[config.mk]
export PLATFORM = sky130hd
export DESIGN_NAME = ssa_cfg
export DESIGN_NICKNAME = d
export VERILOG_FILES = /design/src/hdl/ssa_pkg.sv /design/src/hdl/ssa_cfg.sv
export SDC_FILE = /design/constraint.sdc
export NUM_CORES = 1
export LEC_CHECK = 0
export BUFFER_PORTS_ARGS = -buffer_cell sky130_fd_sc_hd__buf_2
export CAP_MARGIN = 20
export CORE_MARGIN = 2
export CORE_UTILIZATION = 60
export DETAILED_ROUTE_END_ITERATION = 12
export PLACE_DENSITY = 0.82
export SLEW_MARGIN = 20
export SYNTH_ARGS = -nofsm -noshare
export SYNTH_HDL_FRONTEND = slang
export SYNTH_SLANG_ARGS = --single-unit
[constraint.sdc]
create_clock -name clk -period 6.9 [get_ports clk]
set_input_delay 0.69 -clock clk [delete_from_list [all_inputs] [get_ports clk]]
set_output_delay 0.69 -clock clk [all_outputs]
set_load 0.03 [all_outputs]
[src/hdl/ssa_pkg.sv]
package ssa_pkg;

  localparam int MAX_SLOTS = 1024;
  localparam int ADDR_BITS = 32;

  // Stack index width and the width of counters that must also hold MAX_SLOTS.
  localparam int IDX_W   = (MAX_SLOTS > 1) ? $clog2(MAX_SLOTS) : 1;
  localparam int COUNT_W = $clog2(MAX_SLOTS + 1);

  localparam int SIZE_W  = 17;
  localparam int SCNT_W  = 11;
  // Region size in bytes: up to MAX_SLOTS * (2^SIZE_W - 1).
  localparam int TOTAL_W = COUNT_W + SIZE_W;
  // The bump offset may step one slot past the region end.
  localparam int BUMP_W  = TOTAL_W + 1;

  localparam int CFG_IDX_W  = 2;
  localparam int CFG_DATA_W = 32;

  localparam logic [CFG_IDX_W-1:0] REG_REGION_BASE = 2'd0;
  localparam logic [CFG_IDX_W-1:0] REG_SLOT_BYTES  = 2'd1;
  localparam logic [CFG_IDX_W-1:0] REG_SLOT_COUNT  = 2'd2;

  localparam logic [1:0] OP_ALLOC = 2'd0;
  localparam logic [1:0] OP_FREE  = 2'd1;
  localparam logic [1:0] OP_QUERY = 2'd2;

  localparam logic [1:0] FILL_EMPTY   = 2'd0;
  localparam logic [1:0] FILL_PARTIAL = 2'd1;
  localparam logic [1:0] FILL_FULL    = 2'd2;

  typedef struct packed {
    logic [ADDR_BITS-1:0] region_base;
    logic [SIZE_W-1:0]    slot_bytes;
    logic [COUNT_W-1:0]   eff_count;
    logic [TOTAL_W-1:0]   total_bytes;
  } cfg_t;

endpackage

[src/hdl/ssa_cfg.sv]
module ssa_cfg
  import ssa_pkg::*;
(
  input  logic                  clk,
  input  logic                  rst,
  input  logic                  cfg_write,
  input  logic [CFG_IDX_W-1:0]  cfg_index,
  input  logic [CFG_DATA_W-1:0] cfg_data,
  output cfg_t                  cfg
);

  logic [ADDR_BITS-1:0] region_base;
  logic [SIZE_W-1:0]    slot_bytes;
  logic [SCNT_W-1:0]    slot_count;
  logic [COUNT_W-1:0]   eff_count;
  logic [TOTAL_W-1:0]   total_bytes;

  always_ff @(posedge clk) begin
    if (rst) begin
      region_base <= '0;
      slot_bytes  <= SIZE_W'(8);
      slot_count  <= SCNT_W'(MAX_SLOTS);
    end else if (cfg_write) begin
      unique case (cfg_index)
        REG_REGION_BASE: region_base <= cfg_data[ADDR_BITS-1:0];
        REG_SLOT_BYTES:  slot_bytes  <= cfg_data[SIZE_W-1:0];
        REG_SLOT_COUNT:  slot_count  <= cfg_data[SCNT_W-1:0];
        default: ;
      endcase
    end
  end

  always_comb begin
    if (slot_count > SCNT_W'(MAX_SLOTS)) begin
      eff_count = COUNT_W'(MAX_SLOTS);
    end else begin
      eff_count = COUNT_W'(slot_count);
    end
  end

  // Region size is registered; an item reads it in the cycle after acceptance.
  always_ff @(posedge clk) begin
    total_bytes <= TOTAL_W'(eff_count) * TOTAL_W'(slot_bytes);
  end

  assign cfg.region_base = region_base;
  assign cfg.slot_bytes  = slot_bytes;
  assign cfg.eff_count   = eff_count;
  assign cfg.total_bytes = total_bytes;

endmodule

==> impl.org <==
** Critical path
- The worst register-to-register path ends at total_bytes[26].
- Kind of start point of the critical path :: register
- Endpoint type of the worst setup path :: register
- Data arrival time of the critical path :: 6210 ps
- Cell with the most instances on the worst path :: sky130_fd_sc_hd__fa_1
- In this run the critical register-to-register path is launched from slot_count[10].
- FF-to-FF path depth :: 18
- In this design, the stage delay of the slowest critical-path cell is 810 ps.
- The critical path in this run is classified as register to register.
- Walking the worst path, the cells encountered are buf_4, nor2b_1, buf_4, and2_1, fa_1, fa_1, inv_1, fa_1, fa_1, fa_1, inv_1, ha_1, a21o_1, a31oi_1, o21ai_1, a221oi_2, o21ai_2, a311oi_2.
- At the worst endpoint, the required time is 7170 ps.
- Max FO, Critical Path :: 22
- The most critical setup path has its startpoint at slot_count[10].
- Highest-delay cell along the critical path :: sky130_fd_sc_hd__dfxtp_1
- Reg-to-reg setup timing slack :: 960 ps

** Finish
- Synth-to-Final Area Change :: 10.9%
- Across the whole layout, storage elements account for 1760 um2.
- Fin nets :: 1355
- Fraction of final layout cells sized beyond drive strength 1 :: 0.144
- Total area of multi-input combinational cells :: 6340 um2
- The count of cells in the finished layout, fillers not included, comes to 1307.
- The layout has 1194 filler cells.
- Antenna Cells :: 0
- For this run, the share of the core covered by cells in the final layout is 0.683.

** STA
- Setup_tns :: 0 ps
- Setup violations remaining at the end of the flow were counted as 0.
- Number of hold violations in the final report :: 0
- For the pin with the worst max-slew slack, the measured transition is 1010 ps.
- In this run the tightest slew margin relative to its limit is 0.326.
- The clock arrives with 8.49 ps of skew.
- Setup ws final :: 960 ps
- The count of pins over their slew limit was 0.
- Dividing the final minimum period by the clock period gives 0.861.
- After layout, the minimum clock period comes to 5940 ps.
- Setup repair after global routing left no endpoint under its margin.
- Derived from the worst setup path, the maximum achievable clock frequency is 168 MHz.

** Clock network
- Count of clock tree sinks :: 88
- Count of hold buffers inserted by post-cts repair :: 0
- Post-CTS repair timing setup buffer count :: 0
- Clock tree synthesis inserted a total of 9 buffers.
- Post-CTS clock slew at the launch and capture registers of the worst setup and hold paths :: 70 ps
- Clock tree synthesis selected as its root buffer the cell sky130_fd_sc_hd__clkbuf_16.
- At the later pin of the worst-skew pair, clock insertion delay measures 360 ps.
- Buffers from clock root to sink, at most :: 2
- Clock tree from TritonCTS :: built
- Total number of H-tree levels :: 3
- After clock tree synthesis, the repair step resized 0 gates.

** Floorplanning
- The die covers 15900 um2.
- The core region is 14500 um2.
- The die is 126 um wide.
- The die is 126 um tall.
- The initial utilization of the core area, before any placement, comes to 0.616.
- In this run the count of I/O pins placed on the die edge is 125.
- Standard-cell rows :: 44

** Logic synthesis
- The cell count after synthesis came out at 1036.
- Yosys attributes the largest share of cell area to sky130_fd_sc_hd__fa_1 (30%), sky130_fd_sc_hd__dfxtp_1 (20%), sky130_fd_sc_hd__ha_1 (9.2%).
- Summed over all instances, the cell type with the most area after synthesis is sky130_fd_sc_hd__fa_1.
- The most used flip-flop cell after synthesis is sky130_fd_sc_hd__dfxtp_1.
- Register area share after synthesis :: 0.197
- Netlist area before placement :: 8960 um2
- Of the post-synthesis cell area, the dominant cell type holds 0.300.
- Of all flip-flops after synthesis, the portion carrying an async set or reset was 0.
- Counting distinct cell types in the post-synthesis netlist gives 49.
- Post-synthesis net count :: 1273
- The synthesized design contains 88 register bits.
- Post-synth EDFFs :: 0
- sky130_fd_sc_hd__nand2_1 is the most common cell in the netlist.
- Number of warning messages in the yosys log :: 0
- Post-Syn Area per Cell :: 8.64 um2
- Most common library cells after synthesis :: sky130_fd_sc_hd__nand2_1 (196), sky130_fd_sc_hd__inv_1 (160), sky130_fd_sc_hd__fa_1 (134), sky130_fd_sc_hd__and2_1 (103), sky130_fd_sc_hd__dfxtp_1 (88)

** Place
- The count of buffers added on input and output ports is 124.
- Routability congestion estimate from global placement :: 0.906
- Estimated wirelength of the detail-placed design :: 15400 um
- Before CTS, the worst setup slack after placement is 789 ps.
- Number of placed cells counting well taps :: 1291

** Min path
- The worst hold path begins at region_base[19].
- Counting instances, the worst hold path has a depth of 2.
- For hold timing, the worst endpoint is region_base[19].
- The tightest min-delay check is of the register to register type.

** Routing
- In the final routed layout, each cell accounts on average for 15.3 um.
- For this block, the initial DRC count from the detailed router was 427.
- First-pass iteration count of the detailed router :: 5
- After detailed routing, the number of remaining DRC violations is 0.
- In the routed layout, each cell is associated on average with a via count of 5.52.
- Total number of vias :: 7209
- The final layout contains routed wiring with a total length of 20100 um.
- Antenna Nets Post-Route :: 0

** Global routing
- Wire length of the first global-routing pass :: 35100 um
- Total congestion overflow :: 0
- The via count of the first global-routing pass is 7606.
- Total track usage :: 0.271
- Initial antenna violation count :: 0
- Pin count of the biggest net entering global routing :: 61

** Power
- In this run the static leakage power is 5.23 nW.
- Cell Pwr Density :: 117 nW/um2
- Maximum vdd drop :: 0.140 mV

** Flow run
- The tool flagged a number of max-cap violations equal to 0.

** Run status
- The run finished with clean final reports.
-- worst max-delay path by stage --
stage | to | depth (start not counted)
after floorplan | total_bytes[26] | 21
after global placement | total_bytes[24] | 17
after detailed placement | total_bytes[24] | 17
after CTS | total_bytes[24] | 17
after global routing | total_bytes[27] | 17
final | total_bytes[26] | 18
-- layer usage --
| metal | routed length (um) | up-vias | track usage |
|---|---|---|---|
| met2 | 9820 | 278 | 0.454 |
| met1 | 8240 | 3545 | 0.345 |
| li1 | - | 3336 | - |
| met4 | 626 | 0 | 0.111 |
| met5 | 0 | - | 0 |
| met3 | 1370 | 50 | 0.0540 |
-- worst max-delay path, delay by kind of cell (launching register included) --
family	cells	cell delay [ps]
AOI/OAI and AO/OA	6	1270
adders and majority gates	6	2900
buffers and inverters	4	610
DFF	1	810
and+or+nand+nor	2	270
-- sequential cells by signal (all words and copies together) (netlist names) --
name and count:
total_bytes 28, slot_bytes 17, slot_count 11, region_base 32
-- logic make-up after synthesis --
group / Yosys count / share of synthesized area
xor+xnor: 23 / 0.0225
flops: 88 / 0.197
buf+inv: 224 / 0.0968
compound gates: 127 / 0.0866
fa+ha+maj: 200 / 0.392
simple gates: 364 / 0.194
mux: 10 / 0.0112
-- power breakdown --
group / internal [mW] / switching [mW]
sequential: 0.524 / 0.0199
combinational: 0.0451 / 0.0871
clock: 0.255 / 0.233
-- layout by cell type, fill, tap and decap left out, types with 6 or more instances in the layout --
cell,netlist,layout
sky130_fd_sc_hd__nand2_1,196,196
sky130_fd_sc_hd__inv_1,160,160
sky130_fd_sc_hd__fa_1,134,134
sky130_fd_sc_hd__buf_2,8,124
sky130_fd_sc_hd__and2_1,103,103
sky130_fd_sc_hd__dfxtp_1,88,88
sky130_fd_sc_hd__a21oi_1,71,71
sky130_fd_sc_hd__ha_1,66,66
sky130_fd_sc_hd__nor2_1,24,24
sky130_fd_sc_hd__a21o_1,15,15
sky130_fd_sc_hd__xnor2_1,13,13
sky130_fd_sc_hd__o21ai_0,11,11
sky130_fd_sc_hd__buf_4,0,11
sky130_fd_sc_hd__xor2_1,10,10
sky130_fd_sc_hd__mux2i_1,10,10
sky130_fd_sc_hd__clkbuf_16,0,9
sky130_fd_sc_hd__nor2b_1,11,8
sky130_fd_sc_hd__nand2b_1,6,6
-- cell type report --
cell class / count / area share
Sequential cell: 88 / 0.177
Clock buffer: 9 / 0.0227
Timing Repair Buffer: 135 / 0.0708
Clock inverter: 7 / 0.00706
Tap cell: 184 / 0.0232
Inverter: 160 / 0.0605
Multi-Input combinational cell: 724 / 0.638
-- through the flow --
step / power (mW) / hold slack (ps) / instance area (um2)
after floorplan: 0.640 / 455 / 8960
after global placement: 0.683 / 439 / 9630
after detailed placement: 0.686 / 444 / 9630
after CTS: 1.17 / 454 / 9920
after global routing: 1.21 / 466 / 9930
final: 1.16 / 453 / 9930
Power figures use the tool's default switching activity.
